`src/sv/hrs_pkg.sv`:
```
package hrs_pkg;

  localparam int NUM_BINS   = 30;
  localparam int COUNT_BITS = 24;

  localparam int VAL_W   = 12;
  localparam int VSQ_W   = 2 * VAL_W;
  localparam int SUM_W   = COUNT_BITS + VAL_W;
  localparam int SQ_W    = COUNT_BITS + VSQ_W;
  localparam int BIN_W   = $clog2(NUM_BINS);
  localparam int SLOT_N  = 2 * NUM_BINS;
  localparam int SLOT_W  = $clog2(SLOT_N);
  localparam int RES_W   = 16;

  // math unit widths
  localparam int PROD_W  = COUNT_BITS + SQ_W;
  localparam int RAD_W   = PROD_W + 8;
  localparam int DIVD_W  = SUM_W + 4;
  localparam int ROOT_W  = RAD_W / 2;
  localparam int SREM_W  = ROOT_W + 1;
  localparam int CNT_W   = $clog2(DIVD_W);

  // bin classification: (v - 800) / 100 by reciprocal multiply
  localparam logic [VAL_W-1:0] BIN_BASE = VAL_W'(800);
  localparam int RECIP_W   = 13;
  localparam logic [RECIP_W-1:0] BIN_RECIP = RECIP_W'(5243);
  localparam int BIN_SHIFT = 19;
  localparam int BPROD_W   = VAL_W + RECIP_W;
  localparam int BQ_W      = BPROD_W - BIN_SHIFT;

  localparam logic [COUNT_BITS-1:0] COUNT_MAX = '1;
  localparam logic [SUM_W-1:0]      SUM_MAX   = '1;
  localparam logic [SQ_W-1:0]       SQ_MAX    = '1;

  localparam int QDEPTH = 2;
  localparam int QPTR_W = $clog2(QDEPTH);

  localparam logic OP_ADD    = 1'b0;
  localparam logic OP_REMOVE = 1'b1;

  typedef struct packed {
    logic              op;
    logic              cls;
    logic [BIN_W-1:0]  bin;
    logic [SLOT_W-1:0] slot;
    logic [VAL_W-1:0]  value;
    logic [VSQ_W-1:0]  vsq;
  } hrs_item_t;

  typedef struct packed {
    logic [COUNT_BITS-1:0] n;
    logic [SUM_W-1:0]      sum;
    logic [SQ_W-1:0]       sumsq;
  } hrs_stats_t;

  typedef struct packed {
    logic [RES_W-1:0] mean;
    logic [RES_W-1:0] sd;
  } hrs_res_t;

endpackage

```
`src/sv/hrs_front.sv`:
```
module hrs_front import hrs_pkg::*; (
  input  logic             clk,
  input  logic             rst_n,
  input  logic             in_valid,
  output logic             in_stall,
  input  logic             in_operation,
  input  logic             in_stat_class,
  input  logic [VAL_W-1:0] in_sample_value,
  input  logic             q_full,
  output logic             q_push,
  output hrs_item_t        q_item
);

  logic              f_valid_r;
  hrs_item_t         f_item_r;
  hrs_item_t         item_nxt;
  logic [VAL_W-1:0]  diff;
  logic [BPROD_W-1:0] bprod;
  logic [BQ_W-1:0]   bq;
  logic [BIN_W-1:0]  bin;
  logic              accept;

  // bin from value, clamped at both ends
  always_comb begin
    diff  = (in_sample_value < BIN_BASE) ? '0 : in_sample_value - BIN_BASE;
    bprod = BPROD_W'(diff) * BPROD_W'(BIN_RECIP);
    bq    = bprod[BPROD_W-1:BIN_SHIFT];
    bin   = (bq > BQ_W'(NUM_BINS - 1)) ? BIN_W'(NUM_BINS - 1) : BIN_W'(bq);
    item_nxt.op    = in_operation;
    item_nxt.cls   = in_stat_class;
    item_nxt.bin   = bin;
    item_nxt.slot  = in_stat_class ? SLOT_W'(NUM_BINS) + SLOT_W'(bin) : SLOT_W'(bin);
    item_nxt.value = in_sample_value;
    item_nxt.vsq   = VSQ_W'(in_sample_value) * VSQ_W'(in_sample_value);
  end

  assign in_stall = f_valid_r && q_full;
  assign accept   = in_valid && !in_stall;
  assign q_push   = f_valid_r && !q_full;
  assign q_item   = f_item_r;

  always_ff @(posedge clk) begin
    if (!rst_n) begin
      f_valid_r <= 1'b0;
    end else if (accept) begin
      f_valid_r <= 1'b1;
    end else if (q_push) begin
      f_valid_r <= 1'b0;
    end
  end

  always_ff @(posedge clk) begin
    if (accept) begin
      f_item_r <= item_nxt;
    end
  end

endmodule

```
`config.mk`:
```
export PLATFORM = sky130hd
export DESIGN_NAME = hrs_front
export DESIGN_NICKNAME = d
export VERILOG_FILES = /design/src/sv/hrs_pkg.sv /design/src/sv/hrs_front.sv
export SDC_FILE = /design/constraint.sdc
export NUM_CORES = 1
export LEC_CHECK = 0
export BUFFER_PORTS_ARGS = -buffer_cell sky130_fd_sc_hd__buf_2
export CAP_MARGIN = 20
export CORE_MARGIN = 2
export CORE_UTILIZATION = 55
export DETAILED_ROUTE_END_ITERATION = 10
export PLACE_DENSITY = 0.81
export SLEW_MARGIN = 10
export SYNTH_ARGS = -nofsm -noshare
export SYNTH_HDL_FRONTEND = slang
export SYNTH_SLANG_ARGS = --single-unit
```
`constraint.sdc`:
```
create_clock -name clk -period 18.43 [get_ports clk]
set_input_delay 0 -clock clk [delete_from_list [all_inputs] [get_ports clk]]
set_output_delay 0 -clock clk [all_outputs]
set_load 0.01 [all_outputs]
```
==> results of run 1 <==
==> cells by family (layout without fill, tap and decap cells) <==
| kind of cell | count (synthesis) | after routing | synth area share (%) |
|---|---|---|---|
| AOI/OAI and AO/OA | 91 | 91 | 7.873 |
| xor gates and xnor gates | 37 | 37 | 3.899 |
| adders and majority gates | 264 | 264 | 50.67 |
| buffers and inverters | 197 | 261 | 9.047 |
| DFF | 47 | 47 | 16.86 |
| muxes | 5 | 5 | 0.6623 |
| other | 1 | 1 | 0.04512 |
| and+or+nand+nor | 169 | 169 | 10.94 |
==> critical path: stages <==
cell     delay (ps)
buf_2           250
inv_1           140
ha_1            250
nand2_1          80
nand2_1          70
xor2_1          160
nor2_1          330
ha_1            330
inv_1           100
fa_1            420
fa_1            530
inv_1            60
fa_1            520
inv_1            50
fa_1            530
inv_1            40
ha_1            310
nand4_1         120
nor4_2          500
a22oi_1         160
nand2_2         140
a21oi_1          90
xnor2_1         270
nor3b_2         290
inv_1            90
ha_1            220
nand2_1          70
xnor2_1          70
==> layout make-up <==
| class | count | area, sq um | share of cell area (%) |
|---|---|---|---|
| sequential | 47 | 1401 | 15.52 |
| clock buffer | 5 | 125.1 | 1.386 |
| timing repair buffer | 72 | 382.9 | 4.241 |
| multi-input combinational | 567 | 6166 | 68.29 |
| tap | 184 | 230.2 | 2.550 |
| inverter | 181 | 679.4 | 7.525 |
| clock inverter | 3 | 43.79 | 0.4850 |
==> where the power goes <==
| part | internal (W) | switching, W | leakage, nW | total [W] |
|---|---|---|---|---|
| combinational | 0.000496 | 0.000629 | 4.20 | 0.00112 |
| clock | 0.0000640 | 0.0000413 | 0.0838 | 0.000105 |
| sequential | 0.000189 | 0.00000672 | 0.455 | 0.000196 |
| total | 0.000749 | 0.000677 | 4.74 | 0.00143 |
==> cells in the mapped netlist, types with 2 or more instances <==
cell and count:
and3_1 3, ha_1 143, or2_2 5, a21oi_1 17
a21o_1 13, a211oi_2 4, xnor2_1 28, nor3_1 8
nand2_1 30, edfxtp_1 46, fa_1 121, o211ai_1 2
nor2b_1 6, nand4_1 2, o21ai_0 13, o21ai_1 3
and4_1 2, or2_1 2, xor2_1 9, inv_1 180
clkbuf_1 12, a211o_1 3, o2111ai_1 3, a211oi_1 10
o211a_1 2, nor2_1 43, and2_1 48, nand3_1 5
o21a_1 6, nand2b_1 3, buf_4 3, nor3_2 3
mux2_2 4
==> sequential cells by signal (all words and copies together) (netlist names) <==
| signal | flops |
|---|---|
| q_item | 46 |
| f_valid_r | 1 |
==> layer usage <==
layer / up-vias / part of all wire, % / wire [microns] / track usage, %
met5: - / 0 / 0 / 0
met4: 0 / 1.2 / 176 / 5.430
met3: 11 / 2.4 / 366 / 1.982
met2: 77 / 49 / 7448 / 34.66
met1: 2722 / 47 / 7065 / 27.52
li1: 2739 / - / - / -
==> stage by stage <==
step	std cells	utilization [%]	instance area (sq um)	worst slack (ps)
2_1_floorplan	811	-	8312	12520
3_3_place_gp	1047	60.23	8820	12160
3_5_place_dp	1047	60.23	8820	11990
4_1_cts	1059	61.65	9029	12280
5_1_grt	1059	61.65	9029	11770
6_report	1059	61.65	9029	12280
==> path summary, 6_finish.rpt <==
path	startpoint	end	slack [ps]	cells after the start
max reg2reg	f_valid_r	q_item[2]	16980	3
max	in_sample_value[5]	q_item[39]	12280	28
min	in_sample_value[8]	q_item[32]	40	1
min reg2reg	f_valid_r	q_item[48]	1100	3
==> timing repair <==
action | in CTS | in global routing
endpoints found under the hold margin | 3 | 0
hold buffers | 4 | 0
gates resized for setup | 0 | 0
==> metrics.txt, run 1 <==
share of the synthesized area in the top cell type 29.14%; DR pass1 iterations 4; DR vias/cell 5.240; Filler Cell Count 1178; hold_ws 35.69 ps; total wire length 15060 microns; ranking of synthesized cells by area fa_1 (29%), ha_1 (22%), edfxtp_1 (17%); Root Driver clkbuf_16; FP Rows 44; number of global-route vias before repair 5923; Final ANT Viol Nets 0; RSZ-0062 raised after global routing false; Post-synth EDFFs 46; CP startpoint kind input port; Core Region 14640 sq um; max-slew violation count 0; DIE WIDTH 126.9 microns; pwr/cell area 157.9 nW/um^2; Critical Path AT 6200 ps; Starting Density 56.76%; Mapped Nets 1093; Avg Synthesized Cell Area 10.25 sq um; Ports 69; kind of critical path in2reg; Post-Syn Instances 811; Final TNS setup 0 ps; H-tree depth 2; min Tclk post-route 6149 ps; commonest non-fill, non-tap cells in the layout inv_1 (180), ha_1 (143), fa_1 (121), buf_2 (67), and2_1 (48); largest net degree at the start of global routing 47; crit path capture type register; Nets 1156; post-synthesis instance area 8312 sq um; GP Congestion 0.9041; vias post-DR 5549; initial antenna violation count 0; hpwl dp 12920 microns; clock slew at reported path FFs 70 ps; synth warn 0; fmax 162.6 MHz; clk sinks 47; CP max FO 15; drt initial violations 173; total power draw 0.001426 W; Worst-Margin Slew 631.1 ps; Max Cap Viol 0; Primary FF master, synth edfxtp_1; TritonCTS clock tree yes; number of buffers created by CTS 5; die footprint 16110 sq um; GRT Total Usage 20.15%; first-pass GRT wire length 26610 microns; Clk Latency, worst-skew pair 300 ps; grt total ovfl 0; Worst slew margin 57.77%; Required @ worst endpoint 18490 ps; CTS max path bufs 2; diode count 0; peak supply drop 0.0001101 V; Synth Register Bits 47; DR DRC count 0; sequential area share after synthesis 16.86%; share of cells above drive strength 1 11.89%; Die Y 126.9 microns; worst clock skew 4.621 ps; Routed wire per std cell 14.22 microns; commonest non-fill, non-tap cell in the layout inv_1; Hold Fails Final Rpt 0; I/O Buffers 67; Final period util 33.36%; post-synthesis cell type count 62; run status finished, final reports clean; synthesis-to-finish area growth 8.626%; Lkg Pwr 4.736 nW; Post-synth ARST share 0%; # setup viols final 0; largest area contributor in the netlist fa_1; Hold Crit Class in2reg; post-CTS setup buffers 0
No activity file was read; power rests on OpenSTA's default activity.
==> run 2: changes to the inputs <==
ABC_AREA = 1   (was not set)
clock period = 6.4 ns   (was 18.43 ns; I/O delays follow)
==> run 2 against run 1 <==
Against the previous run: register-to-register slack got worse by 12000 ps; clock power increased to 2.9 times the previous value; synthesized cell count increased by 30%; die area increased by 6.3%; flip-flop and latch count unchanged; clock-buffer cell count unchanged; routed wire length increased by 17%; final cell count increased by 27%; sequential share of layout area decreased by 1.0 points; critical path type unchanged; global-route usage increased by 2.7 points; area after synthesis increased by 6.5%.
==> metrics.txt, run 2 <==
Hold Crit Class in2reg; fin cells 1345 (+27%); synthesis-to-finish area growth 9.326%; hpwl dp 15380 microns (+19%); slowest CP cell fa_1; P_int 0.002160 W (+190%); largest area contributor in the netlist fa_1; I/O Buffers 67 (unchanged); Final TNS setup 0 ps (unchanged); Critical Path AT 5750 ps (-450 ps); DR pass1 iterations 6 (+2); largest family of logic cells by synthesized area adder cells; commonest non-fill, non-tap cells in the layout inv_1 (305), nand2_1 (214), ha_1 (143), fa_1 (121), buf_2 (67); Post-synth ARST share 0% (unchanged); CTS max path bufs 2 (unchanged); Post-synth EDFFs 46 (unchanged); total wire length 17670 microns (+17%); Final period util 89.05%; vias post-DR 6610 (+19%); pwr/cell area 468.2 nW/um^2 (+200%); number of buffers created by CTS 5 (unchanged); Post-Syn Instances 1056 (+30%); run status finished, final reports clean; Lkg Pwr 5.733 nW (+21%); FP Rows 46 (+4.5%); grt total ovfl 0 (unchanged); max FFs per register 46 (unchanged); Avg Synthesized Cell Area 8.385 sq um (-18%); Hold Fails Final Rpt 0 (unchanged); Ports 69 (unchanged); xor/xnor share of the synthesized area 3.165% (-0.73 points); clock network power share 6.8% (-0.6 points); Clk Latency, worst-skew pair 300 ps (about the same); H-tree depth 2 (unchanged); post-synthesis simple-gate area fraction 15.27% (+4.3 points); Max Cap Viol 0 (unchanged); Root Driver clkbuf_16; DIE WIDTH 130.9 microns (+3.1%); synth warn 0 (unchanged); Die Y 130.9 microns (+3.1%); die footprint 17130 sq um (+6.3%); Core Region 15830 sq um (+8.1%); post-layout instance area 9681 sq um (+7.2%); first-pass GRT wire length 30970 microns (+16%); share of cells above drive strength 1 9.832% (-2.1 points); TritonCTS clock tree yes; GP Congestion 0.8994 (-0.52%); largest net degree at the start of global routing 36 (-23%); Synth top cells by count inv_1 (305), nand2_1 (214), ha_1 (143); GRT Total Usage 22.82% (+2.7 points); post-synthesis mux area share 0.1272% (-0.54 points); Synth Area in Adders 47.56% (-3.1 points); kind of critical path in2reg; most frequent cell after synthesis inv_1; dpl cell area 9472 sq um (+7.4%); Mapped Nets 1338 (+22%); commonest non-fill, non-tap cell in the layout inv_1; max-slew violation count 0 (unchanged); most used cell, CP nand2_1; net switching power 0.002373 W (+250%); initial antenna violation count 0 (unchanged); fmax 175.5 MHz; Primary FF master, synth edfxtp_1; Worst-Margin Slew 502.6 ps (-128.5 ps); post-synthesis cell type count 37 (-40%); clk sinks 47 (unchanged); switch share 52.35% (+4.9 points); diode count 0 (unchanged); DR DRC count 0 (unchanged); worst clock skew 3.650 ps (-0.9704 ps); peak supply drop 0.0004503 V (+310%); CP startpoint kind input port; crit path capture type register; # setup viols final 0 (unchanged); number of global-route vias before repair 6939 (+17%); post-synthesis instance area 8855 sq um (+6.5%); Worst slew margin 66.18% (+8.4 points); Required @ worst endpoint 6450 ps (-12040 ps); Routed wire per std cell 13.13 microns (-7.6%); combinational power share 80.7% (+1.8 points); Nets 1410 (+22%); post-cts sizing count 0 (unchanged); sequential area share after synthesis 15.83% (-1.0 points); min Tclk post-route 5699 ps; Reg power frac 12.6% (-1.2 points); Synth Register Bits 47 (unchanged); Filler Cell Count 1366 (+16%); post-synthesis compound-gate area fraction 4.140% (-3.7 points); slowest stage delay, CP 530 ps (about the same); Starting Density 55.94% (-0.81 points); clock slew at reported path FFs 70 ps (about the same); ranking of synthesized cells by area fa_1 (27%), ha_1 (20%), edfxtp_1 (16%); share of the synthesized area in the top cell type 27.36% (-1.8 points); DR vias/cell 4.914 (-6.2%); drt initial violations 251 (+45%); CP max FO 13 (-2); RSZ-0062 raised after global routing false; Cell Count Post-Placement 1333 (+27%); Final ANT Viol Nets 0 (unchanged)
run 2: cell count changes after synthesis, moves of 10 or more:
| cell | before | now |
|---|---|---|
| xnor2_1 | 28 | 12 |
| nand2_1 | 30 | 214 |
| nand3_1 | 5 | 23 |
| and2_1 | 48 | 0 |
| inv_1 | 180 | 305 |
| a211oi_1 | 10 | 0 |
| a21oi_1 | 17 | 36 |
| xor2_1 | 9 | 20 |
run 2: stage by stage:
step	setup slack [ps]	utilization [%]	hold slack [ps]	total power, W
CTS	711.3	61.16	72.96	0.004559
global route	97.70	61.16	87.41	0.005209
detailed placement	396.1	59.84	184.9	0.004213
floorplan	984.6	-	47.53	0.003426
global placement	592.6	59.84	176.7	0.004110
finish	700.7	61.16	80.29	0.004533
run 2: worst max-delay path: cells and delay by family:
kind | cells | cell delay [ps]
xor gates and xnor gates | 1 | 160
adders and majority gates | 9 | 3100
buffers and inverters | 8 | 810
AOI/OAI and AO/OA | 3 | 350
and+or+nand+nor | 14 | 1290
run 2: area by class of cell:
cell class / instances / area [sq um] / share of cell area, %
flip-flops and latches: 47 / 1401 / 14.48
clock buffers: 5 / 125.1 / 1.292
multi-input cells: 685 / 6233 / 64.39
clock inverters: 3 / 43.79 / 0.4524
well taps: 216 / 270.3 / 2.792
repair buffers: 81 / 450.4 / 4.653
inverters: 308 / 1156 / 11.94
run 2: what timing repair did:
action                                  4_1_cts  5_1_grt
endpoints found under the setup margin        0        0
setup buffers                                 0        0
endpoints found under the hold margin         3        0
hold buffers                                  4        0
run 2: cell families after synthesis:
kind of cell,count (synthesis)
AOI/OAI and AO/OA,66
xor gates and xnor gates,32
adders and majority gates,264
buffers and inverters,324
DFF,47
muxes,1
other,1
and+or+nand+nor,321
run 2: metal layers:
layer / routed length, microns / GRT usage [%]
met3: 548 / 2.809
met5: 0 / 0
met4: 566 / 8.698
met1: 7354 / 27.34
met2: 9197 / 41.91
run 2: power by group through the flow:
| stage | sequential, W | clock, W | combinational [W] |
|---|---|---|---|
| global placement | 0.000574 | 0 | 0.00354 |
| CTS | 0.000570 | 0.000314 | 0.00367 |
| floorplan | 0.000634 | 0 | 0.00279 |
| finish | 0.000570 | 0.000306 | 0.00366 |
| detailed placement | 0.000576 | 0 | 0.00364 |
| global route | 0.000584 | 0.000323 | 0.00430 |
run 2: worst paths after layout:
kind | cells past startpoint | slack, ps | from | endpoint
worst min register to register | 3 | 780 | f_valid_r | q_item[39]
worst max register to register | 4 | 4760 | f_valid_r | q_item[7]
worst max-delay path | 35 | 700 | in_sample_value[6] | q_item[38]
worst min-delay path | 1 | 80 | in_sample_value[6] | q_item[30]
