==> src/sv/hrs_pkg.sv <==
package hrs_pkg;

  localparam int NUM_BINS   = 30;
  localparam int COUNT_BITS = 24;

  localparam int VAL_W   = 12;
  localparam int VSQ_W   = 2 * VAL_W;
  localparam int SUM_W   = COUNT_BITS + VAL_W;
  localparam int SQ_W    = COUNT_BITS + VSQ_W;
  localparam int BIN_W   = $clog2(NUM_BINS);
  localparam int SLOT_N  = 2 * NUM_BINS;
  localparam int SLOT_W  = $clog2(SLOT_N);
  localparam int RES_W   = 16;

  // math unit widths
  localparam int PROD_W  = COUNT_BITS + SQ_W;
  localparam int RAD_W   = PROD_W + 8;
  localparam int DIVD_W  = SUM_W + 4;
  localparam int ROOT_W  = RAD_W / 2;
  localparam int SREM_W  = ROOT_W + 1;
  localparam int CNT_W   = $clog2(DIVD_W);

  // bin classification: (v - 800) / 100 by reciprocal multiply
  localparam logic [VAL_W-1:0] BIN_BASE = VAL_W'(800);
  localparam int RECIP_W   = 13;
  localparam logic [RECIP_W-1:0] BIN_RECIP = RECIP_W'(5243);
  localparam int BIN_SHIFT = 19;
  localparam int BPROD_W   = VAL_W + RECIP_W;
  localparam int BQ_W      = BPROD_W - BIN_SHIFT;

  localparam logic [COUNT_BITS-1:0] COUNT_MAX = '1;
  localparam logic [SUM_W-1:0]      SUM_MAX   = '1;
  localparam logic [SQ_W-1:0]       SQ_MAX    = '1;

  localparam int QDEPTH = 2;
  localparam int QPTR_W = $clog2(QDEPTH);

  localparam logic OP_ADD    = 1'b0;
  localparam logic OP_REMOVE = 1'b1;

  typedef struct packed {
    logic              op;
    logic              cls;
    logic [BIN_W-1:0]  bin;
    logic [SLOT_W-1:0] slot;
    logic [VAL_W-1:0]  value;
    logic [VSQ_W-1:0]  vsq;
  } hrs_item_t;

  typedef struct packed {
    logic [COUNT_BITS-1:0] n;
    logic [SUM_W-1:0]      sum;
    logic [SQ_W-1:0]       sumsq;
  } hrs_stats_t;

  typedef struct packed {
    logic [RES_W-1:0] mean;
    logic [RES_W-1:0] sd;
  } hrs_res_t;

endpackage

==> src/sv/hrs_ram.sv <==
module hrs_ram #(
  parameter int WIDTH = 8,
  parameter int DEPTH = 16
) (
  input  logic                     clk,
  input  logic                     we,
  input  logic [$clog2(DEPTH)-1:0] waddr,
  input  logic [WIDTH-1:0]         wdata,
  input  logic                     re,
  input  logic [$clog2(DEPTH)-1:0] raddr,
  output logic [WIDTH-1:0]         rdata
);

  logic [WIDTH-1:0] mem_r [DEPTH];
  logic [WIDTH-1:0] rdata_r;

  always_ff @(posedge clk) begin
    if (we) begin
      mem_r[waddr] <= wdata;
    end
    if (re) begin
      rdata_r <= mem_r[raddr];
    end
  end

  assign rdata = rdata_r;

endmodule

==> src/sv/hrs_math.sv <==
module hrs_math import hrs_pkg::*; (
  input  logic       clk,
  input  logic       rst_n,
  input  logic       start,
  input  hrs_stats_t stats,
  output logic       done,
  output hrs_res_t   res
);

  typedef enum logic [2:0] {
    M_IDLE, M_MUL, M_DIFF, M_SQRT, M_LOAD, M_SDIV, M_FIN
  } m_state_t;

  m_state_t               state_r;
  logic [CNT_W-1:0]       cnt_r;
  logic [COUNT_BITS-1:0]  n_r;
  logic [COUNT_BITS-1:0]  nmul_r;
  logic [SUM_W-1:0]       smul_r;
  logic [PROD_W-1:0]      a_add_r;
  logic [PROD_W-1:0]      b_add_r;
  logic [PROD_W-1:0]      acc_a_r;
  logic [PROD_W-1:0]      acc_b_r;
  logic [DIVD_W-1:0]      div_q_r;
  logic [COUNT_BITS-1:0]  drem_r;
  logic [RAD_W-1:0]       rad_r;
  logic [SREM_W-1:0]      srem_r;
  logic [ROOT_W-1:0]      root_r;
  logic [RES_W-1:0]       mean_r;

  logic [COUNT_BITS:0]    div_t;
  logic                   div_ge;
  logic [COUNT_BITS-1:0]  drem_nxt;
  logic [DIVD_W-1:0]      div_q_nxt;
  logic [SREM_W:0]        srem_sh;
  logic [SREM_W:0]        trial;
  logic                   sq_ge;
  logic [SREM_W-1:0]      srem_nxt;
  logic [ROOT_W-1:0]      root_nxt;

  function automatic logic [RES_W-1:0] sat16(input logic [DIVD_W-1:0] x);
    logic [RES_W-1:0] r;
    r = (|x[DIVD_W-1:RES_W]) ? '1 : x[RES_W-1:0];
    return r;
  endfunction

  // restoring divide step, shared by mean and std dev
  always_comb begin
    div_t     = {drem_r, div_q_r[DIVD_W-1]};
    div_ge    = (div_t >= {1'b0, n_r});
    drem_nxt  = div_ge ? COUNT_BITS'(div_t - {1'b0, n_r}) : div_t[COUNT_BITS-1:0];
    div_q_nxt = {div_q_r[DIVD_W-2:0], div_ge};
  end

  // digit-by-digit square root step, two radicand bits per cycle
  always_comb begin
    srem_sh  = {srem_r[SREM_W-2:0], rad_r[RAD_W-1:RAD_W-2]};
    trial    = {root_r, 2'b01};
    sq_ge    = (srem_sh >= trial);
    srem_nxt = sq_ge ? SREM_W'(srem_sh - trial) : srem_sh[SREM_W-1:0];
    root_nxt = {root_r[ROOT_W-2:0], sq_ge};
  end

  always_ff @(posedge clk) begin
    if (!rst_n) begin
      state_r <= M_IDLE;
    end else begin
      case (state_r)
        M_IDLE: begin
          if (start) begin
            n_r <= stats.n;
            if (stats.n == '0) begin
              mean_r  <= '0;
              div_q_r <= '0;
              state_r <= M_FIN;
            end else begin
              nmul_r  <= stats.n;
              a_add_r <= PROD_W'(stats.sumsq);
              smul_r  <= stats.sum;
              b_add_r <= PROD_W'(stats.sum);
              acc_a_r <= '0;
              acc_b_r <= '0;
              div_q_r <= {stats.sum, 4'b0000};
              drem_r  <= '0;
              cnt_r   <= '0;
              state_r <= M_MUL;
            end
          end
        end
        M_MUL: begin
          // n*sumsq and sum*sum shift-add, mean divide alongside
          acc_a_r <= acc_a_r + (nmul_r[0] ? a_add_r : '0);
          acc_b_r <= acc_b_r + (smul_r[0] ? b_add_r : '0);
          nmul_r  <= nmul_r >> 1;
          smul_r  <= smul_r >> 1;
          a_add_r <= a_add_r << 1;
          b_add_r <= b_add_r << 1;
          div_q_r <= div_q_nxt;
          drem_r  <= drem_nxt;
          cnt_r   <= cnt_r + 1'b1;
          if (cnt_r == CNT_W'(DIVD_W - 1)) begin
            state_r <= M_DIFF;
          end
        end
        M_DIFF: begin
          mean_r <= sat16(div_q_r);
          if (acc_b_r <= acc_a_r) begin
            rad_r   <= {acc_a_r - acc_b_r, 8'h00};
            srem_r  <= '0;
            root_r  <= '0;
            cnt_r   <= '0;
            state_r <= M_SQRT;
          end else begin
            div_q_r <= '0;
            state_r <= M_FIN;
          end
        end
        M_SQRT: begin
          rad_r  <= rad_r << 2;
          srem_r <= srem_nxt;
          root_r <= root_nxt;
          cnt_r  <= cnt_r + 1'b1;
          if (cnt_r == CNT_W'(ROOT_W - 1)) begin
            state_r <= M_LOAD;
          end
        end
        M_LOAD: begin
          div_q_r <= DIVD_W'(root_r);
          drem_r  <= '0;
          cnt_r   <= '0;
          state_r <= M_SDIV;
        end
        M_SDIV: begin
          div_q_r <= div_q_nxt;
          drem_r  <= drem_nxt;
          cnt_r   <= cnt_r + 1'b1;
          if (cnt_r == CNT_W'(DIVD_W - 1)) begin
            state_r <= M_FIN;
          end
        end
        M_FIN: begin
          state_r <= M_IDLE;
        end
        default: begin
          state_r <= M_IDLE;
        end
      endcase
    end
  end

  assign done     = (state_r == M_FIN);
  assign res.mean = mean_r;
  assign res.sd   = sat16(div_q_r);

endmodule

==> src/sv/hrs_back.sv <==
module hrs_back import hrs_pkg::*; (
  input  logic                  clk,
  input  logic                  rst_n,
  input  logic                  head_valid,
  input  hrs_item_t             head_item,
  output logic                  pop,
  output logic                  out_valid,
  input  logic                  out_stall,
  output logic                  out_class,
  output logic [COUNT_BITS-1:0] out_sample_count,
  output logic [RES_W-1:0]      out_mean_q4,
  output logic [RES_W-1:0]      out_std_dev_q4,
  output logic [BIN_W-1:0]      out_bin_index,
  output logic [COUNT_BITS-1:0] out_bin_count
);

  typedef enum logic [1:0] {B_IDLE, B_RD, B_CALC, B_OUT} b_state_t;

  b_state_t              state_r;
  hrs_item_t             item_r;
  logic [SLOT_N-1:0]     bin_vld_r;
  logic [COUNT_BITS-1:0] cnt_r   [2];
  logic [SUM_W-1:0]      sum_r   [2];
  logic [SQ_W-1:0]       sumsq_r [2];
  logic [COUNT_BITS-1:0] bin_cnt_r;
  hrs_res_t              res_r;

  logic                  out_valid_r;
  logic                  out_cls_r;
  logic [COUNT_BITS-1:0] out_cnt_r;
  logic [RES_W-1:0]      out_mean_r;
  logic [RES_W-1:0]      out_sd_r;
  logic [BIN_W-1:0]      out_bin_r;
  logic [COUNT_BITS-1:0] out_bcnt_r;

  logic [COUNT_BITS-1:0] ram_rdata;
  logic [COUNT_BITS-1:0] bin_old;
  logic [COUNT_BITS-1:0] bin_nxt;
  hrs_stats_t            st_old;
  hrs_stats_t            st_nxt;
  logic [SUM_W-1:0]      v_ext;
  logic [SQ_W-1:0]       vsq_ext;
  logic                  m_start;
  logic                  m_done;
  hrs_res_t              m_res;
  logic                  out_free;

  hrs_ram #(.WIDTH(COUNT_BITS), .DEPTH(SLOT_N)) u_bins (
    .clk   (clk),
    .we    (state_r == B_RD),
    .waddr (item_r.slot),
    .wdata (bin_nxt),
    .re    (pop),
    .raddr (head_item.slot),
    .rdata (ram_rdata)
  );

  hrs_math u_math (
    .clk   (clk),
    .rst_n (rst_n),
    .start (m_start),
    .stats (st_nxt),
    .done  (m_done),
    .res   (m_res)
  );

  assign pop     = (state_r == B_IDLE) && head_valid;
  assign m_start = (state_r == B_RD);
  assign out_free = !out_valid_r || !out_stall;

  always_comb begin
    bin_old = bin_vld_r[item_r.slot] ? ram_rdata : '0;
    v_ext   = SUM_W'(item_r.value);
    vsq_ext = SQ_W'(item_r.vsq);
    st_old.n     = cnt_r[item_r.cls];
    st_old.sum   = sum_r[item_r.cls];
    st_old.sumsq = sumsq_r[item_r.cls];
    st_nxt  = st_old;
    if (item_r.op == OP_ADD) begin
      bin_nxt = (bin_old == COUNT_MAX) ? bin_old : bin_old + 1'b1;
      if (st_old.n != COUNT_MAX) begin
        st_nxt.n     = st_old.n + 1'b1;
        st_nxt.sum   = (st_old.sum > SUM_MAX - v_ext) ? SUM_MAX : st_old.sum + v_ext;
        st_nxt.sumsq = (st_old.sumsq > SQ_MAX - vsq_ext) ? SQ_MAX
                                                        : st_old.sumsq + vsq_ext;
      end
    end else begin
      bin_nxt = (bin_old != '0) ? bin_old - 1'b1 : bin_old;
      if (st_old.n != '0) begin
        st_nxt.n = st_old.n - 1'b1;
        if (st_old.n == COUNT_BITS'(1)) begin
          st_nxt.sum   = '0;
          st_nxt.sumsq = '0;
        end else begin
          st_nxt.sum   = (st_old.sum > v_ext) ? st_old.sum - v_ext : '0;
          st_nxt.sumsq = (st_old.sumsq > vsq_ext) ? st_old.sumsq - vsq_ext : '0;
        end
      end
    end
  end

  always_ff @(posedge clk) begin
    if (!rst_n) begin
      state_r     <= B_IDLE;
      bin_vld_r   <= '0;
      out_valid_r <= 1'b0;
      for (int c = 0; c < 2; c++) begin
        cnt_r[c]   <= '0;
        sum_r[c]   <= '0;
        sumsq_r[c] <= '0;
      end
    end else begin
      if (out_valid_r && !out_stall && state_r != B_OUT) begin
        out_valid_r <= 1'b0;
      end
      case (state_r)
        B_IDLE: begin
          if (head_valid) begin
            item_r  <= head_item;
            state_r <= B_RD;
          end
        end
        B_RD: begin
          bin_vld_r[item_r.slot] <= 1'b1;
          bin_cnt_r              <= bin_nxt;
          cnt_r[item_r.cls]      <= st_nxt.n;
          sum_r[item_r.cls]      <= st_nxt.sum;
          sumsq_r[item_r.cls]    <= st_nxt.sumsq;
          state_r                <= B_CALC;
        end
        B_CALC: begin
          if (m_done) begin
            res_r   <= m_res;
            state_r <= B_OUT;
          end
        end
        B_OUT: begin
          if (out_free) begin
            out_valid_r <= 1'b1;
            out_cls_r   <= item_r.cls;
            out_cnt_r   <= cnt_r[item_r.cls];
            out_mean_r  <= res_r.mean;
            out_sd_r    <= res_r.sd;
            out_bin_r   <= item_r.bin;
            out_bcnt_r  <= bin_cnt_r;
            state_r     <= B_IDLE;
          end
        end
        default: begin
          state_r <= B_IDLE;
        end
      endcase
    end
  end

  assign out_valid        = out_valid_r;
  assign out_class        = out_cls_r;
  assign out_sample_count = out_cnt_r;
  assign out_mean_q4      = out_mean_r;
  assign out_std_dev_q4   = out_sd_r;
  assign out_bin_index    = out_bin_r;
  assign out_bin_count    = out_bcnt_r;

  // math result only arrives while an item waits on it
  a_done_in_calc: assert property (@(posedge clk) disable iff (!rst_n)
    m_done |-> (state_r == B_CALC))
    else $error("math done outside calc state");

  // a new result carries the class count as it stands
  a_out_count: assert property (@(posedge clk) disable iff (!rst_n)
    $rose(out_valid_r) |-> (out_cnt_r == cnt_r[out_cls_r]))
    else $error("result count differs from class count");

  // an empty class holds no sums
  a_empty_c0: assert property (@(posedge clk) disable iff (!rst_n)
    (cnt_r[0] == '0) |-> (sum_r[0] == '0 && sumsq_r[0] == '0))
    else $error("class 0 empty with nonzero sums");

  a_empty_c1: assert property (@(posedge clk) disable iff (!rst_n)
    (cnt_r[1] == '0) |-> (sum_r[1] == '0 && sumsq_r[1] == '0))
    else $error("class 1 empty with nonzero sums");

endmodule

==> config.mk <==
export PLATFORM = sky130hd
export DESIGN_NAME = hrs_back
export DESIGN_NICKNAME = d
export VERILOG_FILES = /design/src/sv/hrs_pkg.sv /design/src/sv/hrs_ram.sv /design/src/sv/hrs_math.sv /design/src/sv/hrs_back.sv
export SDC_FILE = /design/constraint.sdc
export NUM_CORES = 2
export LEC_CHECK = 0
export BUFFER_PORTS_ARGS = -buffer_cell sky130_fd_sc_hd__buf_2
export CORE_MARGIN = 2
export CORE_UTILIZATION = 60
export DETAILED_ROUTE_END_ITERATION = 7
export HOLD_SLACK_MARGIN = 0.12
export PLACE_DENSITY = 0.82
export SLEW_MARGIN = 20
export SYNTH_ARGS = -nofsm -noshare
export SYNTH_HDL_FRONTEND = slang
export SYNTH_SLANG_ARGS = --single-unit
==> constraint.sdc <==
create_clock -name clk -period 39 [get_ports clk]
set_input_delay 1.95 -clock clk [delete_from_list [all_inputs] [get_ports clk]]
set_output_delay 1.95 -clock clk [all_outputs]
set_load 0.01 [all_outputs]
==> qor.yml <==
status:
  status: "finished with violations"
  violations: "design-rule violations"
placement:
  place.port_buffers: 140
  gp_congestion: 0.954
  place_area_sq_um: 129000
  hpwlAfterDp_um: 232000
route:
  drc_errors: 682
  first_pass_iters: 8
  viasPerCell: 6.95
  route.detailed.wl_per_inst_um: 31.0
  drt_iter0_markers: 12700
  wirelength_um: 381000
  vias: 85400
  final_antenna_net_count: 0
setup_path:
  path_max_fanout: 181
  arrival_ns: 7.95
  criticalPathCategory: "reg -> reg"
  end_kind: "flip-flop"
  critPathRequiredTime_ns: 39.52
  critPathLaunchType: "flip-flop"
clock_network:
  cts-root-buf: "clkbuf_16"
  clock_latency_ns: 1.01
  clockBufferDepth: 4
  path_clk_slew_ns: 0.06
  cts_inserted_buffers: 280
  cts-hold-fix-buffers: 0
  cts_setup_buffers: 0
  cts_sinks: 2548
  cts_resized: 0
  cts_tree: "yes"
  cts.htree.levels: 5
sta:
  skew_ns: 0.142
  fmax_mhz: 135
  finalMaxSlewViolations: 0
  fin_crit_sh: 0.190
  rsz0062_at_grt: "no"
  slew_headroom: 0.126
  min_period_ns: 7.43
  final.setup.tns_ns: 0
  hold_viol: 0
  tightestPinTransition_ns: 1.30
  setup_viol: 0
power_and_ir_drop:
  leakage_nw: 48.4
  p_sw_frac: 0.329
  combPwrFrac: 0.279
  power_density_nw_per_um2: 62.6
  ir_drop_mv: 0.0722
  pwr-share-seq: 0.413
  p_clk_frac: 0.308
  p_int_mw: 5.78
  p_sw_mw: 2.83
synthesis:
  synth_edf_count: 2481
  syn_inst: 9268
  yosys_warnings: 0
  synth_flop_cell: "edfxtp_1"
  syn_area_sq_um: 125000
  async_flop_share: 0
  ys_ff_latch: 2548
  syn_nets: 9707
  seq_area_frac_synth: 0.609
  synth_cell_types: 113
  avgSynthCellArea_sq_um: 13.4
global_routing:
  grt_max_degree: 217
  antenna_found_initial: 26
  grt_first_pass_wirelength_um: 554000
  overflow: 0
  grt_usage: 0.356
  grt_pass1_vias: 83300
flow_run:
  drv_cap: 0
final_layout:
  syn_to_final_growth_pct: 10.4
  fin_area_sq_um: 138000
  layout.nets: 9823
  drive_gt1_frac: 0.149
die:
  ios: 141
  die_y_um: 460
  rows: 167
  start_util: 0.603
  die_area_sq_um: 211000
  die_w_um: 460
  core-area_sq_um: 207000
min_path:
  hp-start: "u_math.mean_r[5]"
  hp-class: "reg -> reg"
-- cell usage after synthesis (43+ instances only) --
| cell | n | area share |
|---|---|---|
| clkbuf_1 | 377 | 0.011 |
| nor4_1 | 65 | 0.0033 |
| and2_1 | 259 | 0.013 |
| ha_1 | 378 | 0.038 |
| a31oi_1 | 53 | 0.0027 |
| nand3_1 | 167 | 0.0067 |
| xor2_1 | 129 | 0.0091 |
| nand4_1 | 95 | 0.0048 |
| buf_1 | 64 | 0.0019 |
| nor2_1 | 896 | 0.027 |
| mux4_2 | 463 | 0.084 |
| dfxtp_1 | 67 | 0.011 |
| nand2_1 | 502 | 0.015 |
| o21a_1 | 158 | 0.0095 |
| xnor2_1 | 227 | 0.016 |
| a21oi_1 | 588 | 0.024 |
| a21o_1 | 178 | 0.011 |
| o31ai_1 | 43 | 0.0026 |
| o21ai_0 | 340 | 0.014 |
| nor2b_1 | 85 | 0.0043 |
| mux2i_1 | 104 | 0.0084 |
| or3_1 | 51 | 0.0026 |
| and3_1 | 60 | 0.0030 |
| nand2b_1 | 59 | 0.0030 |
| a211oi_1 | 53 | 0.0032 |
| inv_1 | 359 | 0.011 |
| mux2_2 | 68 | 0.0061 |
| edfxtp_1 | 2481 | 0.60 |
| nor3_1 | 156 | 0.0063 |
| o21bai_1 | 78 | 0.0047 |
| a22oi_1 | 52 | 0.0031 |
-- cells by family (layout without fill, tap and decap cells) --
logic type                 count (synthesis)  in the layout  share of synthesized area
xor gates and xnor gates                 356            356                     0.0250
other                                      0              9                          0
and+or+nand+nor                         2559           2559                     0.0994
adders and majority gates                386            386                     0.0392
DFF                                     2548           2548                      0.609
buffers and inverters                    830           1143                     0.0262
muxes                                    643            643                     0.0992
AOI/OAI and AO/OA                       1946           1946                      0.102
-- layout make-up --
| class | count | area, sq um |
|---|---|---|
| flip-flops and latches | 2548 | 75800 |
| well taps | 2704 | 3380 |
| diodes | 9 | 22.5 |
| repair buffers | 303 | 2150 |
| fillers | 13800 | 69000 |
| multi-input cells | 5890 | 46000 |
| clock buffers | 353 | 7480 |
| inverters | 361 | 1360 |
| clock inverters | 126 | 1330 |
-- flip-flops by register name, indices dropped and copies added (netlist names), 32 cells and up, named ones only --
name / count
u_math.root_r: 40
sumsq_r: 96
cnt_r: 48
bin_vld_r: 60
u_math.smul_r: 36
u_math.acc_b_r: 72
res_r: 32
u_math.a_add_r: 72
u_math.acc_a_r: 72
u_bins.mem_r: 1440
sum_r: 72
u_math.div_q_r: 40
u_math.b_add_r: 72
u_math.rad_r: 72
u_math.srem_r: 40
item_r: 49
-- power groups by stage --
| stage | logic (mW) | registers, mW | clock network [mW] |
|---|---|---|---|
| final | 2.41 | 3.56 | 2.65 |
| after global routing | 2.61 | 3.57 | 2.75 |
| after CTS | 2.36 | 3.55 | 2.65 |
| after detailed placement | 2.33 | 3.60 | 0 |
| after global placement | 2.27 | 3.59 | 0 |
| after floorplan | 1.72 | 3.62 | 0 |
-- path summary, 6_finish.rpt --
check,endpoint,slack (ns),cells past startpoint
max,u_math.acc_a_r[35],31.57,15
max reg2reg,u_math.acc_a_r[35],31.57,15
min,res_r[21],0.38,0
min reg2reg,res_r[21],0.38,0
-- critical path, cell delays in order (launching register included) --
cell	delay (ns)
dfxtp_4	0.68
buf_4	0.60
nor3b_1	0.40
o22ai_1	0.23
nor3_2	0.65
a32o_1	0.94
a21oi_1	0.16
a41oi_1	0.37
nor4_1	0.09
nand4_1	0.14
nor4_2	0.11
buf_4	0.17
o31a_1	0.24
nor3b_2	0.29
buf_12	0.74
buf_4	0.96
-- stage by stage --
| step | util | worst slack [ns] | power (mW) | std cells | hold WS (ns) |
|---|---|---|---|---|---|
| global placement | 0.622 | 31.78 | 5.86 | 11800 | 0.400 |
| CTS | 0.665 | 31.66 | 8.56 | 12300 | 0.390 |
| detailed placement | 0.623 | 31.68 | 5.93 | 11800 | 0.405 |
| global route | 0.666 | 31.17 | 8.93 | 12300 | 0.399 |
| finish | 0.666 | 31.57 | 8.61 | 12300 | 0.381 |
| floorplan | - | 9.08 | 5.34 | 9268 | 0.400 |
-- per-layer routing --
layer  vias up  wire length (um)  track usage
li1      35700                 -            -
met1     42000            131000        0.430
met2      6030            182000        0.573
met3      1664             37400       0.0795
met4        16             31400        0.247
met5         -                98     0.000230
-- cell usage in the layout, fill, tap and decap left out, types with 150 or more instances in the layout --
| cell | netlist | layout |
|---|---|---|
| and2_1 | 259 | 259 |
| o21ai_0 | 340 | 329 |
| nand2_1 | 502 | 497 |
| ha_1 | 378 | 378 |
| a21oi_1 | 588 | 584 |
| inv_1 | 359 | 358 |
| clkbuf_16 | 0 | 287 |
| xnor2_1 | 227 | 225 |
| nand3_1 | 167 | 165 |
| mux4_2 | 463 | 463 |
| nor2_1 | 896 | 832 |
| nor3_1 | 156 | 154 |
| a21o_1 | 178 | 176 |
| edfxtp_1 | 2481 | 2481 |
| buf_4 | 6 | 150 |
| o21a_1 | 158 | 158 |
Power figures use the tool's default switching activity.
