--- src/sv/hrs_pkg.sv ---
package hrs_pkg;

  localparam int NUM_BINS   = 30;
  localparam int COUNT_BITS = 24;

  localparam int VAL_W   = 12;
  localparam int VSQ_W   = 2 * VAL_W;
  localparam int SUM_W   = COUNT_BITS + VAL_W;
  localparam int SQ_W    = COUNT_BITS + VSQ_W;
  localparam int BIN_W   = $clog2(NUM_BINS);
  localparam int SLOT_N  = 2 * NUM_BINS;
  localparam int SLOT_W  = $clog2(SLOT_N);
  localparam int RES_W   = 16;

  // math unit widths
  localparam int PROD_W  = COUNT_BITS + SQ_W;
  localparam int RAD_W   = PROD_W + 8;
  localparam int DIVD_W  = SUM_W + 4;
  localparam int ROOT_W  = RAD_W / 2;
  localparam int SREM_W  = ROOT_W + 1;
  localparam int CNT_W   = $clog2(DIVD_W);

  // bin classification: (v - 800) / 100 by reciprocal multiply
  localparam logic [VAL_W-1:0] BIN_BASE = VAL_W'(800);
  localparam int RECIP_W   = 13;
  localparam logic [RECIP_W-1:0] BIN_RECIP = RECIP_W'(5243);
  localparam int BIN_SHIFT = 19;
  localparam int BPROD_W   = VAL_W + RECIP_W;
  localparam int BQ_W      = BPROD_W - BIN_SHIFT;

  localparam logic [COUNT_BITS-1:0] COUNT_MAX = '1;
  localparam logic [SUM_W-1:0]      SUM_MAX   = '1;
  localparam logic [SQ_W-1:0]       SQ_MAX    = '1;

  localparam int QDEPTH = 2;
  localparam int QPTR_W = $clog2(QDEPTH);

  localparam logic OP_ADD    = 1'b0;
  localparam logic OP_REMOVE = 1'b1;

  typedef struct packed {
    logic              op;
    logic              cls;
    logic [BIN_W-1:0]  bin;
    logic [SLOT_W-1:0] slot;
    logic [VAL_W-1:0]  value;
    logic [VSQ_W-1:0]  vsq;
  } hrs_item_t;

  typedef struct packed {
    logic [COUNT_BITS-1:0] n;
    logic [SUM_W-1:0]      sum;
    logic [SQ_W-1:0]       sumsq;
  } hrs_stats_t;

  typedef struct packed {
    logic [RES_W-1:0] mean;
    logic [RES_W-1:0] sd;
  } hrs_res_t;

endpackage

--- src/sv/hrs_queue.sv ---
module hrs_queue import hrs_pkg::*; (
  input  logic      clk,
  input  logic      rst_n,
  input  logic      push,
  input  hrs_item_t push_item,
  output logic      full,
  input  logic      pop,
  output logic      head_valid,
  output hrs_item_t head_item
);

  hrs_item_t         mem_r [QDEPTH];
  logic [QPTR_W-1:0] wr_ptr_r;
  logic [QPTR_W-1:0] rd_ptr_r;
  logic [QPTR_W:0]   fill_r;

  assign full       = (fill_r == (QPTR_W+1)'(QDEPTH));
  assign head_valid = (fill_r != '0);
  assign head_item  = mem_r[rd_ptr_r];

  always_ff @(posedge clk) begin
    if (!rst_n) begin
      wr_ptr_r <= '0;
      rd_ptr_r <= '0;
      fill_r   <= '0;
    end else begin
      if (push) begin
        wr_ptr_r <= (wr_ptr_r == QPTR_W'(QDEPTH - 1)) ? '0 : wr_ptr_r + 1'b1;
      end
      if (pop) begin
        rd_ptr_r <= (rd_ptr_r == QPTR_W'(QDEPTH - 1)) ? '0 : rd_ptr_r + 1'b1;
      end
      if (push && !pop) begin
        fill_r <= fill_r + 1'b1;
      end else if (pop && !push) begin
        fill_r <= fill_r - 1'b1;
      end
    end
  end

  always_ff @(posedge clk) begin
    if (push) begin
      mem_r[wr_ptr_r] <= push_item;
    end
  end

endmodule

--- config.mk ---
export PLATFORM = sky130hd
export DESIGN_NAME = hrs_queue
export DESIGN_NICKNAME = d
export VERILOG_FILES = /design/src/sv/hrs_pkg.sv /design/src/sv/hrs_queue.sv
export SDC_FILE = /design/constraint.sdc
export NUM_CORES = 1
export LEC_CHECK = 0
export BUFFER_PORTS_ARGS = -buffer_cell sky130_fd_sc_hd__buf_2
export CAP_MARGIN = 20
export CORE_MARGIN = 2
export CORE_UTILIZATION = 23
export DETAILED_ROUTE_END_ITERATION = 6
export GPL_ROUTABILITY_DRIVEN = 0
export PLACE_DENSITY = 0.54
export SETUP_SLACK_MARGIN = 0.1
export SLEW_MARGIN = 10
export SYNTH_ARGS = -nofsm -noshare
export SYNTH_HDL_FRONTEND = slang
export SYNTH_SLANG_ARGS = --single-unit
--- constraint.sdc ---
create_clock -name clk -period 3.2 [get_ports clk]
set_clock_uncertainty 0.1 [all_clocks]
set_input_delay 0.48 -clock clk [delete_from_list [all_inputs] [get_ports clk]]
set_output_delay 0.48 -clock clk [all_outputs]
set_load 0.03 [all_outputs]
==> qor.csv, run 1 <==
stage;metric;value;unit
status;status;finished, final reports clean;
synth;synth_top_area_cell;edfxtp_1;
power_and_ir_drop;ir_drop;0.219;mV
critical_path;path_max_fanout;49;
die;initial_utilization;23.5;%
sta;fmax;0.468;GHz
die;io_pins;104;
global_routing;grt_usage;8.67;%
placed_design;place_ws;1.33;ns
route;wirelength_met1;3370;um
route;wl_met2;3350;um
critical_path;worstPathRequired;2.62;ns
sta;finalCriticalPeriod;2.14;ns
sta;fin_crit_sh;66.8;%
clocking;ctsRootBufferMaster;clkbuf_16;
sta;rsz0062_at_grt;false;
placed_design;io_buffers;103;
route;vias_per_cell;3.81;
synth;synth-seq-cells;103;
route;drc;0;
final_layout;n_antenna_cell;0;
route;drtIter0Drc;72;
synth;yosys.area.top_type_share;78.4;%
global_routing;antenna_found_initial;0;
clocking;tritoncts;built;
final_layout;fin_area;4820;um2
critical_path;critical_path.startpoint_type;register;
die;die_area;17400;um2
die;core;15900;um2
synth;synth.distinct_cells;17;
clocking;clkTransAtPathRegs;0.07;ns
critical_path;cp.arrival;1.56;ns
sta;maxSlewViolCount;0;
clocking;clock_latency;0.34;ns
die;fp.dieW;132;um
critical_path;end_kind;output port;
sta;setup_ws;1.06;ns
final_layout;nFillCells;1596;
global_routing;grt_max_degree;50;
die;die-height;132;um
clocking;numCtsBuffers;9;
sta;tns;0;ns
synth;syn_inst;174;
synth;syn-num-nets;228;
clocking;cts_resized;0;
synth;synth_warnings;0;
final_layout;seq_area;3040;um2
route;wl_met3;463;um
sta;slew_headroom;68.1;%
route;drt-total-wl;7320;um
sta;setup-violations-final;0;
global_routing;overflow;0;
final_layout;multi_input_area;678;um2
final_layout;syn2layout_area_growth;28.5;%
synth;syn_area;3750;um2
route;num_vias;1935;
clocking;postCtsSetupRepairBufs;0;
sta;hold_viol;0;
placed_design;place_area;4570;um2
run;cap_viol_max_count;0;
power_and_ir_drop;p_per_area;616;nW/um2
clocking;cts_hold_buf;0;
route;route.top_layer_used;met4;
global_routing;grt_first_pass_wirelength;11200;um
placed_design;dp_hpwl;4690;um
clocking;clockBufferDepth;2;
final_layout;layout_commonest_cell;buf_2;
route;dr.pass1.iters;4;
power_and_ir_drop;cellLeakagePower;1.77;nW
synth;seq_area_frac_synth;81.1;%
route;wl_per_cell;14.4;um
die;num_rows;46;
final_layout;nNetsFinal;341;
clocking;h-tree-depth;3;
global_routing;grt_pass1_vias;2061;
clocking;clock-sinks;103;
critical_path;critPathKind;reg -> out;
final_layout;drive_gt1_share;58.9;%
synth;synth_top_cells_by_area;edfxtp_1, mux2_2, dfxtp_1, and2_1, buf_6;
worst_hold_path;hp-class;in -> reg;
route;ant_nets;0;
sta;worstMarginPinSlew;0.477;ns
final_layout;final_cell_mix;buf_2, edfxtp_1, mux2_2, clkbuf_16;
synth;avgSynthCellArea;21.6;um2
[worst max-delay path: stages (launching register included)]
cell	delay [ns]
dfxtp_2	0.34
buf_12	0.28
mux2_2	0.40
buf_2	0.18
[report_power, final]
part           leakage (nW)  switching, W  internal, W
Sequential            0.962     0.0000183      0.00155
Combinational         0.684      0.000266     0.000155
Clock                 0.122      0.000460     0.000516
[metrics by stage]
step | utilization, % | total power [W] | instances | hold WS [ns]
floorplan | - | 0.00189 | 174 | 0.361
global placement | 28.6 | 0.00202 | 492 | 0.372
detailed placement | 28.6 | 0.00203 | 492 | 0.421
CTS | 30.3 | 0.00302 | 508 | 0.199
global route | 30.3 | 0.00310 | 508 | 0.197
finish | 30.3 | 0.00297 | 508 | 0.220
[sequential cells by signal (all words and copies together) (netlist names), named ones only]
name and count:
mem_r 98, fill_r 2, rd_ptr_r 1, wr_ptr_r 1
[worst paths after layout]
| path | slack (ns) | depth (start not counted) | endpoint | start |
|---|---|---|---|---|
| worst max register to register | 1.58 | 2 | mem_r[1][40] | wr_ptr_r |
| worst min-delay path | 0.22 | 1 | mem_r[1][35] | push_item[35] |
| worst max-delay path | 1.06 | 3 | head_item[39] | register |
| worst min register to register | 0.42 | 2 | fill_r[1] | fill_r[1] |
[Yosys cell counts]
cell type and n:
inv_1 1, xor2_1 2, buf_2 3, and2_1 4, or3_1 1, o21ai_0 1
edfxtp_1 98, xnor2_1 1, ha_1 1, buf_6 2, mux2_2 49, a21boi_1 1
or2_2 1, and2b_2 1, o21a_1 1, dfxtp_1 5, nor2b_1 2
[routing by layer]
layer | up-vias | global-route usage (%)
met2 | 66 | 13.0
met3 | 13 | 3.81
li1 | 910 | -
met1 | 946 | 10.7
met5 | - | 0
met4 | 0 | 4.17
[cell families after synthesis]
kind of cell,Yosys count,share of synthesized area [%]
AO/OA/AOI/OAI,3,0.533
multiplexers,49,14.7
buffers and inverters,6,1.10
adder cells (fa/ha/maj),1,0.333
XOR/XNOR,3,0.700
flip-flops,103,81.1
AND/OR/NAND/NOR,9,1.57
[area by class of cell]
class / instances / share of cell area (%)
Sequential cell: 103 / 63.1
Multi-Input combinational cell: 65 / 14.1
Timing Repair Buffer: 107 / 11.8
Tap cell: 216 / 5.60
Clock buffer: 10 / 4.75
Clock inverter: 6 / 0.571
Inverter: 1 / 0.0778
Power figures use the tool's default switching activity.
==> run 2, diff against run 1 <==
--- a/config.mk
+++ b/config.mk
@@ -11,7 +11,7 @@
 export CORE_UTILIZATION = 23
 export DETAILED_ROUTE_END_ITERATION = 6
 export GPL_ROUTABILITY_DRIVEN = 0
-export PLACE_DENSITY = 0.54
+export PLACE_DENSITY = 0.53
 export SETUP_SLACK_MARGIN = 0.1
 export SLEW_MARGIN = 10
 export SYNTH_ARGS = -nofsm -noshare
==> constraint.sdc (replaced) <==
create_clock -name clk -period 2.2 [get_ports clk]
set_clock_uncertainty 0.1 [all_clocks]
set_input_delay 0.33 -clock clk [delete_from_list [all_inputs] [get_ports clk]]
set_output_delay 0.33 -clock clk [all_outputs]
set_load 0.03 [all_outputs]
==> qor.csv, run 2 (synthesis results as in run 1) <==
stage;metric;value;unit;change
clocking;h-tree-depth;3;;unchanged
critical_path;reg2regPathDepth;2;;unchanged
final_layout;n_antenna_cell;0;;unchanged
sta;fin_crit_sh;89.8;%;
final_layout;largest_reg_flops;98;;unchanged
power_and_ir_drop;p_per_area;933;nW/um2;was 616 nW/um2
route;num_vias;1953;;was 1935
route;dr.pass1.iters;4;;unchanged
clocking;tritoncts;built;;unchanged
worst_hold_path;holdPathStages;1;;unchanged
global_routing;grt_first_pass_wirelength;11100;um;was 11200 um
die;die_area;17400;um2;unchanged
sta;holdWs;0.0738;ns;was 0.220 ns
critical_path;reg2reg_slack;0.79;ns;was 1.58 ns
global_routing;grt_pass1_vias;2087;;was 2061
final_layout;finalNonFillerCells;508;;unchanged
route;drtIter0Drc;53;;was 72
route;vias_per_cell;3.84;;was 3.81
worst_hold_path;min_to;mem_r[1][39];;was mem_r[1][35]
power_and_ir_drop;cellLeakagePower;1.80;nW;was 1.77 nW
sta;rsz0062_at_grt;false;;unchanged
route;drc;0;;unchanged
critical_path;worstPathRequired;1.77;ns;was 2.62 ns
power_and_ir_drop;power;0.00455;W;was 0.00297 W
critical_path;r2r_end;mem_r[1][21];;was mem_r[1][40]
critical_path;critPathKind;reg -> out;;unchanged
clocking;clock-sinks;103;;unchanged
clocking;ctsRootBufferMaster;clkbuf_16;;unchanged
placed_design;io_buffers;103;;unchanged
final_layout;syn2layout_area_growth;30.0;%;was 28.5%
clocking;clock_latency;0.34;ns;about the same
route;ant_nets;0;;unchanged
clocking;clockBufferDepth;2;;unchanged
die;io_pins;104;;unchanged
die;fp.dieW;132;um;unchanged
die;initial_utilization;23.5;%;unchanged
power_and_ir_drop;ir_drop;0.390;mV;was 0.219 mV
final_layout;layout_commonest_cell;buf_2;;unchanged
placed_design;dp_hpwl;4360;um;was 4690 um
clocking;cts_resized;0;;unchanged
placed_design;placedCellCount;492;;unchanged
sta;slew_headroom;70.1;%;was 68.1%
worst_hold_path;min_from;push_item[39];;was push_item[35]
sta;worstMarginPinSlew;0.449;ns;was 0.477 ns
die;die-height;132;um;unchanged
critical_path;end_kind;output port;;unchanged
clocking;cts_hold_buf;0;;unchanged
sta;fmax;0.506;GHz;
clocking;clkTransAtPathRegs;0.07;ns;about the same
route;drt-total-wl;6910;um;was 7320 um
sta;maxSlewViolCount;0;;unchanged
global_routing;grt_usage;8.38;%;was 8.67%
sta;hold_viol;0;;unchanged
critical_path;r2r_start;wr_ptr_r;;unchanged
final_layout;largest_registers;mem_r (98), fill_r (2);;unchanged
final_layout;drive_gt1_share;59.9;%;was 58.9%
final_layout;final_cell_mix;buf_2, edfxtp_1, mux2_2, clkbuf_16, dfxtp_1;;was buf_2, edfxtp_1, mux2_2, clkbuf_16
critical_path;critical_path.startpoint_type;register;;unchanged
global_routing;grt_max_degree;51;;was 50
worst_hold_path;hp-class;in -> reg;;unchanged
sta;setup-violations-final;0;;unchanged
sta;tns;0;ns;unchanged
die;num_rows;46;;unchanged
global_routing;overflow;0;;unchanged
final_layout;largest_register;mem_r;;unchanged
run;cap_viol_max_count;0;;unchanged
clocking;postCtsSetupRepairBufs;0;;unchanged
final_layout;nNetsFinal;341;;unchanged
final_layout;nFillCells;1611;;was 1596
route;wl_per_cell;13.6;um;was 14.4 um
sta;finalCriticalPeriod;1.97;ns;
die;core;15900;um2;unchanged
clocking;numCtsBuffers;9;;unchanged
critical_path;path_max_fanout;49;;unchanged
status;status;finished, final reports clean;;unchanged
global_routing;antenna_found_initial;0;;unchanged
critical_path;cp.arrival;1.54;ns;was 1.56 ns
[run 2: cell types whose count changed in the layout (fill, tap and decap cells not counted)]
cell	before	now
clkinvlp_4	1	0
bufinv_16	0	2
clkinv_1	4	2
clkinv_2	1	2
inv_6	0	1
clkbuf_1	1	0
[run 2: through the flow]
| step | setup WS, ns | cell area, um2 | util, % |
|---|---|---|---|
| after CTS | 0.180 | 4880 | 30.6 |
| after detailed placement | 0.566 | 4570 | 28.6 |
| final | 0.225 | 4880 | 30.6 |
| after global placement | 0.569 | 4570 | 28.6 |
| after global routing | 0.158 | 4880 | 30.6 |
| after floorplan | 0.128 | 3760 | - |
[run 2: how the worst max path moves through the flow]
stage,end,slack (ns),cells after the start
2_1_floorplan,mem_r[1][0],0.13,1
3_3_place_gp,head_item[3],0.57,3
3_5_place_dp,head_item[6],0.57,3
4_1_cts,head_item[6],0.18,3
5_1_grt,head_item[6],0.16,3
6_report,head_item[6],0.23,3
[run 2: metal layers]
metal	vias up	global-route usage (%)	routed length [um]
met1	972	9.96	3080
met4	0	4.89	170
met3	11	3.08	425
met5	-	0	0
met2	64	13.1	3240
li1	906	-	-
[run 2: worst max-delay path: stages, from the launching register on]
cell and delay [ns]:
dfxtp_2 0.34, buf_12 0.28, mux2_2 0.39, buf_2 0.18
[run 2: cell type report]
cell class	count	area (um2)	share of cell area (%)
clock buffers	9	225	4.62
repair buffers	107	571	11.7
well taps	216	270	5.54
multi-input cells	65	678	13.9
flip-flops and latches	103	3040	62.4
inverters	1	3.75	0.0769
clock inverters	7	86.3	1.77
[run 2: power by group]
group | switching [W] | leakage, nW | internal (W)
registers | 0.0000252 | 0.962 | 0.00226
clock network | 0.000671 | 0.155 | 0.000989
logic | 0.000382 | 0.684 | 0.000226
==> run 3, diff against run 2 <==
--- a/config.mk
+++ b/config.mk
@@ -5,13 +5,13 @@
 export SDC_FILE = /design/constraint.sdc
 export NUM_CORES = 1
 export LEC_CHECK = 0
-export BUFFER_PORTS_ARGS = -buffer_cell sky130_fd_sc_hd__buf_2
 export CAP_MARGIN = 20
 export CORE_MARGIN = 2
 export CORE_UTILIZATION = 23
 export DETAILED_ROUTE_END_ITERATION = 6
+export DONT_BUFFER_PORTS = 1
 export GPL_ROUTABILITY_DRIVEN = 0
-export PLACE_DENSITY = 0.53
+export PLACE_DENSITY = 0.47
 export SETUP_SLACK_MARGIN = 0.1
 export SLEW_MARGIN = 10
 export SYNTH_ARGS = -nofsm -noshare
==> qor.csv, run 3 (synthesis results as in run 1) <==
stage;metric;value;unit;change
status;status;finished, final reports clean;;unchanged
final_layout;nNetsFinal;290;;was 341
die;io_pins;104;;unchanged
sta;worstMarginPinSlew;0.411;ns;was 0.449 ns
placed_design;place_ws;0.514;ns;was 0.566 ns
sta;holdWs;0.0457;ns;was 0.0738 ns
run;cap_viol_max_count;0;;unchanged
sta;setup_ws;0.190;ns;was 0.225 ns
clocking;clock-sinks;103;;unchanged
die;fp.dieW;132;um;unchanged
sta;finalCriticalPeriod;2.01;ns;was 1.97 ns
final_layout;layout_commonest_cell;edfxtp_1;;was buf_2
die;die-height;132;um;unchanged
sta;fmax;0.498;GHz;was 0.506 GHz
clocking;clkTransAtPathRegs;0.06;ns;was 0.07 ns
power_and_ir_drop;ir_drop;0.305;mV;was 0.390 mV
critical_path;critical_path.startpoint_type;register;;unchanged
sta;rsz0062_at_grt;false;;unchanged
final_layout;n_antenna_cell;0;;unchanged
final_layout;largest_reg_flops;98;;unchanged
final_layout;drive_gt1_share;30.7;%;was 59.9%
critical_path;reg2regPathDepth;2;;unchanged
clocking;clock_latency;0.34;ns;about the same
sta;fin_crit_sh;91.4;%;was 89.8%
critical_path;critPathKind;reg -> out;;unchanged
global_routing;grt_pass1_vias;1846;;was 2087
power_and_ir_drop;power;0.00461;W;was 0.00455 W
sta;slew_headroom;72.6;%;was 70.1%
clocking;h-tree-depth;3;;unchanged
clocking;tritoncts;built;;unchanged
worst_hold_path;hp-class;in -> reg;;unchanged
critical_path;cp.arrival;1.58;ns;was 1.54 ns
route;drc;0;;unchanged
route;vias_per_cell;3.84;;about the same
route;ant_nets;0;;unchanged
clocking;clockBufferDepth;2;;unchanged
route;drt-total-wl;6680;um;was 6910 um
route;dr.pass1.iters;4;;unchanged
die;die_area;17400;um2;unchanged
sta;tns;0;ns;unchanged
sta;setup-violations-final;0;;unchanged
die;num_rows;46;;unchanged
final_layout;nFillCells;1587;;was 1611
route;num_vias;1754;;was 1953
sta;hold_viol;0;;unchanged
final_layout;largest_registers;mem_r (98), fill_r (2);;unchanged
power_and_ir_drop;p_per_area;940;nW/um2;was 933 nW/um2
clocking;postCtsSetupRepairBufs;0;;unchanged
route;drtIter0Drc;109;;was 53
route;wl_per_cell;14.6;um;was 13.6 um
clocking;numCtsBuffers;9;;unchanged
critical_path;path_max_fanout;20;;was 49
final_layout;final_cell_mix;edfxtp_1, dlygate4sd3_1, mux2_2, clkbuf_16;;was buf_2, edfxtp_1, mux2_2, clkbuf_16, dfxtp_1
power_and_ir_drop;cellLeakagePower;1.62;nW;was 1.80 nW
global_routing;grt_max_degree;42;;was 51
critical_path;end_kind;output port;;unchanged
global_routing;antenna_found_initial;0;;unchanged
sta;maxSlewViolCount;0;;unchanged
global_routing;grt_first_pass_wirelength;10400;um;was 11100 um
worst_hold_path;holdPathStages;1;;unchanged
placed_design;io_buffers;0;;was 103
critical_path;worstPathRequired;1.77;ns;about the same
die;initial_utilization;23.5;%;unchanged
die;core;15900;um2;unchanged
final_layout;largest_register;mem_r;;unchanged
final_layout;syn2layout_area_growth;30.8;%;was 30.0%
clocking;ctsRootBufferMaster;clkbuf_16;;unchanged
global_routing;grt_usage;8.09;%;was 8.38%
global_routing;overflow;0;;unchanged
## run 3: cell types whose count changed in the layout (fill, tap and decap cells not counted)
| cell | before | now |
|---|---|---|
| buf_2 | 103 | 0 |
| dlygate4sd3_1 | 0 | 50 |
| buf_4 | 2 | 4 |
| buf_12 | 2 | 1 |
| bufinv_16 | 2 | 3 |
| clkbuf_16 | 9 | 10 |
| clkinv_2 | 2 | 1 |
| clkinv_4 | 0 | 1 |
| inv_6 | 1 | 0 |
## run 3: per-stage QoR
step / instance area (um2) / utilization [%] / cells
2_1_floorplan: 3760 / - / 174
3_3_place_gp: 4050 / 25.4 / 390
3_5_place_dp: 4050 / 25.4 / 390
4_1_cts: 4880 / 30.6 / 456
5_1_grt: 4910 / 30.8 / 457
6_report: 4910 / 30.8 / 457
## run 3: report_power, final
part           switching [W]  internal [W]  leakage (nW)
logic               0.000356      0.000202         0.498
clock network       0.000657       0.00110         0.164
registers          0.0000333       0.00226         0.962
## run 3: layout make-up
| cell class | instances | area [um2] | area share (%) |
|---|---|---|---|
| Inverter | 1 | 3.75 | 0.0765 |
| Multi-Input combinational cell | 65 | 678 | 13.8 |
| Clock inverter | 7 | 111 | 2.27 |
| Timing Repair Buffer | 56 | 576 | 11.7 |
| Sequential cell | 103 | 3040 | 62.0 |
| Clock buffer | 9 | 225 | 4.59 |
| Tap cell | 216 | 270 | 5.51 |
## run 3: critical path, cell delays in order, from the launching register on
cell	delay [ns]
dfxtp_2	0.52
clkbuf_16	0.27
mux2_2	0.44
## run 3: final timing paths
check	from	end	slack, ns
worst max-delay path	register	head_item[8]	0.19
worst min-delay path	rst_n	fill_r[1]	0.05
worst max register to register	wr_ptr_r	mem_r[1][27]	0.86
worst min register to register	fill_r[1]	fill_r[1]	0.41
## run 3: what timing repair did
action	4_1_cts	5_1_grt
endpoints found under the hold margin	102	0
gates resized for setup	0	0
hold buffers	50	0
endpoints found under the setup margin	0	23
## run 3: routing by layer
layer | part of all wire, % | global-route usage (%) | routed length (um) | up-vias
met2 | 50 | 13.3 | 3340 | 58
met3 | 5.6 | 3.08 | 377 | 12
met5 | 0 | 0 | 0 | -
li1 | - | - | - | 802
met1 | 42 | 8.91 | 2790 | 882
met4 | 2.6 | 4.89 | 171 | 0
